===== config.mk =====
export PLATFORM = sky130hd
export DESIGN_NAME = decimal_text_to_fixed_point
export DESIGN_NICKNAME = d
export VERILOG_FILES = /design/src/rtl/dtfp_pkg.sv /design/src/rtl/dtfp_parse_core.sv /design/src/rtl/dtfp_out_stage.sv /design/src/rtl/decimal_text_to_fixed_point.sv
export SDC_FILE = /design/constraint.sdc
export NUM_CORES = 1
export LEC_CHECK = 0
export BUFFER_PORTS_ARGS = -buffer_cell sky130_fd_sc_hd__buf_2
export CORE_MARGIN = 5
export CORE_UTILIZATION = 55
export CTS_BUF_LIST = sky130_fd_sc_hd__clkbuf_8 sky130_fd_sc_hd__clkbuf_16
export DETAILED_ROUTE_END_ITERATION = 8
export GPL_ROUTABILITY_DRIVEN = 0
export PLACE_DENSITY = 0.73
export SETUP_SLACK_MARGIN = 0.15
export SLEW_MARGIN = 20
export SYNTH_ARGS = -nofsm -noshare
export SYNTH_HDL_FRONTEND = slang
export SYNTH_HIERARCHICAL = 1
export SYNTH_SLANG_ARGS = --single-unit

===== constraint.sdc =====
create_clock -name clk -period 16.6 [get_ports clk]
set_input_delay 2.49 -clock clk [delete_from_list [all_inputs] [get_ports clk]]
set_output_delay 2.49 -clock clk [all_outputs]
set_load 0.005 [all_outputs]

===== src/rtl/dtfp_pkg.sv =====
// Shared constants, types and the fraction weight table for the decimal
// text to fixed point block. No dependencies.
package dtfp_pkg;

  localparam int INT_BITS    = 31;
  localparam int FRAC_BITS   = 32;
  localparam int FRAC_DIGITS = 10;

  localparam int CH_W     = 8;
  localparam int VALUE_W  = 64;
  localparam int STATUS_W = 2;
  localparam int CNT_W    = 16;
  localparam int MAG_W    = INT_BITS + FRAC_BITS;
  localparam int FACC_W   = FRAC_BITS + 1;
  localparam int FD_W     = $clog2(FRAC_DIGITS + 1);

  localparam logic [STATUS_W-1:0] STATUS_OK   = 2'd0;
  localparam logic [STATUS_W-1:0] STATUS_OVF  = 2'd1;
  localparam logic [STATUS_W-1:0] STATUS_NONE = 2'd2;

  localparam logic [MAG_W-1:0] MAX_MAG = {MAG_W{1'b1}};

  // round(2^32 / 10^k) for fraction digit k = 1..10
  localparam logic [FRAC_BITS-1:0] FRAC_WEIGHT [FRAC_DIGITS] = '{
    32'd429496730, 32'd42949673, 32'd4294967, 32'd429497, 32'd42950,
    32'd4295,      32'd429,      32'd43,      32'd4,      32'd0
  };

  typedef struct packed {
    logic [VALUE_W-1:0]  value;
    logic [STATUS_W-1:0] status;
    logic [CNT_W-1:0]    consumed;
  } dtfp_result_t;

endpackage


===== src/rtl/dtfp_parse_core.sv =====
// Parse state and next-state logic: one character per step.
// Depends on dtfp_pkg.
module dtfp_parse_core
  import dtfp_pkg::*;
(
  input  logic               clk,
  input  logic               rst_n,
  input  logic               step,
  input  logic [CH_W-1:0]    ch,
  input  logic               first,
  output logic               emit,
  output dtfp_result_t       res
);

  localparam logic [2:0] PH_IDLE = 3'd0;
  localparam logic [2:0] PH_LEAD = 3'd1;
  localparam logic [2:0] PH_SIGN = 3'd2;
  localparam logic [2:0] PH_INT  = 3'd3;
  localparam logic [2:0] PH_DOT0 = 3'd4;
  localparam logic [2:0] PH_DOT1 = 3'd5;
  localparam logic [2:0] PH_FRAC = 3'd6;

  localparam logic [CH_W-1:0] CH_SPACE = 8'h20;
  localparam logic [CH_W-1:0] CH_TAB   = 8'd9;
  localparam logic [CH_W-1:0] CH_CR    = 8'd13;
  localparam logic [CH_W-1:0] CH_PLUS  = 8'h2B;
  localparam logic [CH_W-1:0] CH_MINUS = 8'h2D;
  localparam logic [CH_W-1:0] CH_DOT   = 8'h2E;
  localparam logic [CH_W-1:0] CH_ZERO  = 8'h30;
  localparam logic [CH_W-1:0] CH_NINE  = 8'h39;

  logic [2:0]          phase_r, phase_nxt;
  logic                neg_r, neg_nxt;
  logic [INT_BITS-1:0] int_r, int_nxt;
  logic [FACC_W-1:0]   facc_r, facc_nxt;
  logic [FD_W-1:0]     fd_r, fd_nxt;
  logic [CNT_W-1:0]    cnt_r, cnt_nxt;

  logic [2:0]          ph;
  logic                neg_b;
  logic [INT_BITS-1:0] int_b;
  logic [FACC_W-1:0]   facc_b;
  logic [FD_W-1:0]     fd_b;
  logic [CNT_W-1:0]    cnt_b;

  logic                is_ws, is_sign, is_dot, is_digit;
  logic [3:0]          dig;
  logic [INT_BITS+3:0] int_mac;
  logic [1:0]          inc;
  logic [CNT_W:0]      cnt_sum;
  logic                do_sign, do_int, do_frac;
  logic                em_none, em_ovf, em_val;
  logic [INT_BITS:0]   int_up;
  logic [MAG_W-1:0]    mag;

  // first opens a fresh parse regardless of what is open
  assign ph     = first ? PH_LEAD : phase_r;
  assign neg_b  = first ? 1'b0 : neg_r;
  assign int_b  = first ? '0 : int_r;
  assign facc_b = first ? '0 : facc_r;
  assign fd_b   = first ? '0 : fd_r;
  assign cnt_b  = first ? '0 : cnt_r;

  assign is_ws    = (ch == CH_SPACE) || (ch >= CH_TAB && ch <= CH_CR);
  assign is_sign  = (ch == CH_PLUS) || (ch == CH_MINUS);
  assign is_dot   = (ch == CH_DOT);
  assign is_digit = (ch >= CH_ZERO) && (ch <= CH_NINE);
  assign dig      = is_digit ? 4'(ch - CH_ZERO) : 4'd0;
  // times ten as two shifts plus the digit
  assign int_mac  = {int_b, 3'b000} + {2'b00, int_b, 1'b0} + (INT_BITS+4)'(dig);

  always_comb begin
    phase_nxt = ph;
    neg_nxt   = neg_b;
    int_nxt   = int_b;
    facc_nxt  = facc_b;
    fd_nxt    = fd_b;
    inc       = 2'd0;
    do_sign   = 1'b0;
    do_int    = 1'b0;
    do_frac   = 1'b0;
    em_none   = 1'b0;
    em_ovf    = 1'b0;
    em_val    = 1'b0;

    unique case (ph) inside
      PH_IDLE: ;
      PH_LEAD: begin
        if (is_ws) begin
          inc = 2'd1;
        end else if (is_sign) begin
          neg_nxt   = (ch == CH_MINUS);
          inc       = 2'd1;
          phase_nxt = PH_SIGN;
        end else begin
          do_sign = 1'b1;
        end
      end
      PH_SIGN: do_sign = 1'b1;
      PH_INT:  do_int  = 1'b1;
      PH_DOT0, PH_DOT1: begin
        if (!is_digit) begin
          em_none = (ph == PH_DOT0);
          em_val  = (ph == PH_DOT1);
        end else begin
          // the dot counts once a digit follows it
          inc     = 2'd1;
          do_frac = 1'b1;
        end
      end
      PH_FRAC: do_frac = 1'b1;
      default: ;
    endcase

    if (do_sign) begin
      if (is_dot) begin
        phase_nxt = PH_DOT0;
      end else if (!is_digit) begin
        em_none = 1'b1;
      end else begin
        do_int = 1'b1;
      end
    end

    if (do_int) begin
      if (is_digit) begin
        inc = inc + 2'd1;
        if (int_mac[INT_BITS+3:INT_BITS] != '0) begin
          em_ovf = 1'b1;
        end else begin
          int_nxt   = int_mac[INT_BITS-1:0];
          phase_nxt = PH_INT;
        end
      end else if (is_dot) begin
        phase_nxt = PH_DOT1;
      end else begin
        em_val = 1'b1;
      end
    end

    if (do_frac) begin
      if (is_digit) begin
        inc       = inc + 2'd1;
        phase_nxt = PH_FRAC;
        if (fd_b < FD_W'(FRAC_DIGITS)) begin
          fd_nxt   = fd_b + FD_W'(1);
          facc_nxt = facc_b + FACC_W'(dig * FRAC_WEIGHT[fd_b]);
        end
      end else begin
        em_val = 1'b1;
      end
    end

    if (em_none) begin
      neg_nxt = 1'b0;
    end
    if (em_none || em_ovf || em_val) begin
      phase_nxt = PH_IDLE;
    end
  end

  assign cnt_sum = {1'b0, cnt_b} + (CNT_W+1)'(inc);
  assign cnt_nxt = cnt_sum[CNT_W] ? {CNT_W{1'b1}} : cnt_sum[CNT_W-1:0];

  // fraction carry lands on the integer part; clamp if it runs out
  assign int_up = {1'b0, int_nxt} + (INT_BITS+1)'(facc_nxt[FRAC_BITS]);

  always_comb begin
    if (em_ovf || int_up[INT_BITS]) begin
      mag = MAX_MAG;
    end else begin
      mag = {int_up[INT_BITS-1:0], facc_nxt[FRAC_BITS-1:0]};
    end
  end

  assign emit = em_none || em_ovf || em_val;

  always_comb begin
    res.value    = '0;
    res.status   = STATUS_NONE;
    res.consumed = '0;
    if (!em_none) begin
      res.value    = neg_nxt ? -VALUE_W'(mag) : VALUE_W'(mag);
      res.status   = em_ovf ? STATUS_OVF : STATUS_OK;
      res.consumed = cnt_nxt;
    end
  end

  always_ff @(posedge clk) begin
    if (!rst_n) begin
      phase_r <= PH_IDLE;
    end else if (step) begin
      phase_r <= phase_nxt;
    end
  end

  always_ff @(posedge clk) begin
    if (step) begin
      neg_r  <= neg_nxt;
      int_r  <= int_nxt;
      facc_r <= facc_nxt;
      fd_r   <= fd_nxt;
      cnt_r  <= cnt_nxt;
    end
  end

endmodule


===== src/rtl/dtfp_out_stage.sv =====
// Result register on the master side: holds a finished result until taken.
// Depends on dtfp_pkg.
module dtfp_out_stage
  import dtfp_pkg::*;
(
  input  logic         clk,
  input  logic         rst_n,
  input  logic         load,
  input  dtfp_result_t res,
  output logic         free,
  output logic         out_tvalid,
  input  logic         out_tready,
  output dtfp_result_t res_q
);

  logic         vld_r;
  dtfp_result_t res_r;

  // room this cycle if empty or draining
  assign free       = !vld_r || out_tready;
  assign out_tvalid = vld_r;
  assign res_q      = res_r;

  always_ff @(posedge clk) begin
    if (!rst_n) begin
      vld_r <= 1'b0;
    end else if (free) begin
      vld_r <= load;
    end
  end

  always_ff @(posedge clk) begin
    if (free && load) begin
      res_r <= res;
    end
  end

endmodule


===== src/rtl/decimal_text_to_fixed_point.sv =====
// Decimal text to signed fixed point (Q31.32) stream converter, top level.
// Depends on dtfp_pkg, dtfp_parse_core and dtfp_out_stage.
//
// One ASCII character per beat; in_tuser marks the first character of a new
// number. A character that does not fit the number ends it and yields one
// result beat with the value, a status and the count of consumed characters;
// every other character yields none. The block takes one character every
// clock cycle unless a held result beat stalls it. A character is captured in
// the input register, then a single step of the parse logic (multiply-by-ten
// add on the integer part, digit-times-weight add on the fraction) writes
// the result register. A result beat held by out_tready low stalls both
// registers; with out_tready high no bubbles.
module decimal_text_to_fixed_point
  import dtfp_pkg::*;
(
  input  logic                  clk,
  input  logic                  rst_n,
  input  logic                  in_tvalid,
  output logic                  in_tready,
  input  logic [7:0]            in_tdata,   // [7:0] ch
  input  logic [0:0]            in_tuser,   // [0] first
  output logic                  out_tvalid,
  input  logic                  out_tready,
  output logic [79:0]           out_tdata,  // [63:0] value, [79:64] consumed
  output logic [STATUS_W-1:0]   out_tuser   // [1:0] status
);

  logic            in_vld_r;
  logic [CH_W-1:0] in_ch_r;
  logic            in_first_r;
  logic            out_free;
  logic            step;
  logic            emit;
  dtfp_result_t    res;
  dtfp_result_t    res_q;

  assign step      = in_vld_r && out_free;
  assign in_tready = !in_vld_r || out_free;

  always_ff @(posedge clk) begin
    if (!rst_n) begin
      in_vld_r <= 1'b0;
    end else if (in_tready) begin
      in_vld_r <= in_tvalid;
    end
  end

  always_ff @(posedge clk) begin
    if (in_tready && in_tvalid) begin
      in_ch_r    <= in_tdata[CH_W-1:0];
      in_first_r <= in_tuser[0];
    end
  end

  dtfp_parse_core u_core (
    .clk   (clk),
    .rst_n (rst_n),
    .step  (step),
    .ch    (in_ch_r),
    .first (in_first_r),
    .emit  (emit),
    .res   (res)
  );

  dtfp_out_stage u_out (
    .clk        (clk),
    .rst_n      (rst_n),
    .load       (step && emit),
    .res        (res),
    .free       (out_free),
    .out_tvalid (out_tvalid),
    .out_tready (out_tready),
    .res_q      (res_q)
  );

  assign out_tdata = {res_q.consumed, res_q.value};
  assign out_tuser = res_q.status;

endmodule


==> summary.txt <==
Clock tree
  – H-tree depth: 4
  – CTS Hold Bufs: 0
  – Post-cts resize count: 0
  – Clock Tree Root: clkbuf_16
  – Post-CTS Setup Bufs: 0
  – Sink Count: 181
  – CTS Buffer Depth: 2
  – CTS tree: built
  – Clk_lat worst skew: 0.44 ns
  – CTS buffer count: 17
  – Clock-pin slew on the worst setup and hold paths: 0.08 ns

Critical path
  – Most Frequent Cell on Critical Path: nor2_1
  – Family with the most delay on the worst path: simple AND/OR/NAND/NOR gates
  – Critical Path AT: 12.10 ns
  – Crit path max-delay cell type: and2_0
  – CP Max Fanout: 16
  – Reg2reg setup slack: 4.70 ns
  – Setup crit start kind: register
  – Crit path largest cell delay: 0.76 ns
  – WP buf/inv: 3
  – Crit Path Class: reg2reg
  – WP data required: 16.79 ns
  – Critical Path End Type: register

Global route
  – Largest net degree at the start of global routing: 78
  – Initial antenna violation count: 0
  – Met1 Track Usage GR: 0.3432
  – Gr ovfl total: 0
  – Vias in the first global route: 16814
  – Met2 Usage GRT: 0.4654
  – GRT Max-Usage Layer: met2
  – First-pass GRT wire length: 86680 um
  – Gr usage total: 0.2740
  – Met3 usage in global routing: 0.03231

Placed design
  – Dpl cells: 2695
  – Post-DP Area: 19870 um2
  – Setup Slack @ Placement: 4.942 ns
  – Post-DP HPWL: 41700 um
  – PortBufs: 96

Final layout
  – Final non-filler cell area: 20440 um2
  – Nets: 2474
  – Area delta synth->final: 6.369%
  – Antenna cells: 0
  – Fin util: 0.5917
  – Commonest non-fill, non-tap cell in the layout: nand2_1
  – Commonest cells after routing, fill and taps aside: nand2_1, nor2_1, inv_1, edfxtp_1, a21oi_1
  – Final Non-Filler Cells: 2726
  – Layout cell share with drive strength beyond 1: 0.1017

Run
  – # Max-Cap Violations: 0

Detailed routing
  – Wire per inst: 19.94 um
  – Vias per cell: 6.366
  – DRT Wirelength: 54350 um
  – Antenna viol nets, final: 0
  – TritonRoute pass-1 iters: 8
  – Residual DRC: 0
  – Initial DRC count: 1663
  – DR vias: 17355

STA
  – Worst Skew: 0.02096 ns
  – RSZ-0062 raised after global routing: no
  – Final setup violation count: 0
  – Shortest period the worst path allows: 11.90 ns
  – Hold WS: 0.5164 ns
  – Setup WS post-layout: 4.697 ns
  – Maximum clock rate: 84.01 MHz
  – Hold Fails Final Rpt: 0
  – Max_slew headroom: 0.3086
  – Fin Setup TNS: 0 ns
  – Max Transition Viols Final: 0
  – Tcrit/Tclk final: 0.7171
  – Worst Tran Pin Value: 1.035 ns

Yosys
  – Syn nets: 2448
  – Avg Inst Size Synth: 8.605 um2
  – Main synth FF type: edfxtp_1
  – Post-synth EDFFs: 176
  – Fraction of the yosys area taken by sequential cells: 0.2803
  – Library cells used by synthesis: 117
  – Synth Cell Area: 19210 um2
  – Flops & latches, synth: 181
  – Syn Inst Count: 2233
  – Asr flop ratio synth: 0
  – Ys Warns: 6

Floorplan
  – Ports: 97
  – Die width: 196.9 um
  – Initial Util: 0.5563
  – Row count: 68
  – Core Region: 34540 um2
  – Die area: 38770 um2
  – Die Ht: 196.9 um

Power
  – Leak: 8.933 nW
  – Tot Pwr: 1.206 mW
  – PwrDens: 59.02 nW/um2
  – Maximum vdd drop: 56.63 uV

Hold path
  – Worst hold-check path type: reg2reg

Outcome
  – Run status: finished, final reports clean
layout make-up:
cell class | instances | area, um2
tap | 455 | 569.3
clock inverter | 14 | 142.6
fill | 3118 | 14100
sequential | 181 | 5385
timing repair buffer | 106 | 555.5
clock buffer | 17 | 425.4
multi-input combinational | 1756 | 12620
inverter | 197 | 739.5
worst register-to-register path: cells and delay by family, from the launching register on:
family | cells | cell delay [ns]
AOI/OAI and AO/OA | 9 | 2.18
xor gates and xnor gates | 2 | 0.30
adders and majority gates | 6 | 2.36
buffers and inverters | 3 | 0.21
DFF | 1 | 0.54
muxes | 2 | 0.75
and+or+nand+nor | 22 | 5.28
report_power, final:
| part | switching (mW) | leakage (nW) | internal, mW |
|---|---|---|---|
| logic | 0.179 | 6.94 | 0.0885 |
| registers | 0.00915 | 1.71 | 0.526 |
| clock network | 0.203 | 0.277 | 0.200 |
| total | 0.392 | 8.93 | 0.814 |
flip-flops by register name, indices dropped and copies added, names as in the netlist:
register / flops
in_ch_r: 8
in_first_r: 1
in_vld_r: 1
u_core/cnt_r: 16
u_core/facc_r: 33
u_core/fd_r: 4
u_core/int_r: 31
u_core/neg_r: 1
u_core/phase_r: 3
u_out/out_tvalid: 1
u_out/res_q: 82
path summary, 6_finish.rpt:
| check | start | end | cells past startpoint |
|---|---|---|---|
| worst min-delay path | in_vld_r | in_vld_r | 2 |
| worst min register to register | in_vld_r | in_vld_r | 2 |
| worst max-delay path | in_ch_r[1] | u_out/res_q[78] | 44 |
| worst max register to register | in_ch_r[1] | u_out/res_q[78] | 44 |
routing by layer:
metal	share of wire	vias to the layer above
met4	0.058	0
met2	0.48	872
met5	0	-
met3	0.066	173
li1	-	8042
met1	0.40	8268
cells in the mapped netlist (17+ instances only):
cell type / count / share of area
a211oi_1: 17 / 0.0066
a21o_1: 31 / 0.012
a21oi_1: 145 / 0.038
a31oi_1: 20 / 0.0065
and2_1: 18 / 0.0059
and3_1: 53 / 0.017
clkbuf_1: 60 / 0.012
edfxtp_1: 176 / 0.28
fa_1: 79 / 0.082
ha_1: 123 / 0.080
inv_1: 192 / 0.038
mux2i_1: 38 / 0.020
nand2_1: 236 / 0.046
nand3_1: 62 / 0.016
nand4_1: 31 / 0.010
nor2_1: 211 / 0.041
nor2b_1: 66 / 0.021
nor3_1: 60 / 0.016
nor4_1: 18 / 0.0059
o211ai_1: 29 / 0.011
o21a_1: 18 / 0.0070
o21ai_0: 105 / 0.027
o21ai_1: 21 / 0.0055
xnor2_1: 53 / 0.024
xor2_1: 46 / 0.021
cell families after synthesis:
kind of cell	after synthesis	synth area share
adders and majority gates	202	0.1624
DFF	181	0.2803
and+or+nand+nor	870	0.2303
xor gates and xnor gates	102	0.04767
buffers and inverters	296	0.06453
muxes	59	0.03366
AOI/OAI and AO/OA	523	0.1812
Note: power is estimated with default switching activity, not from simulation.
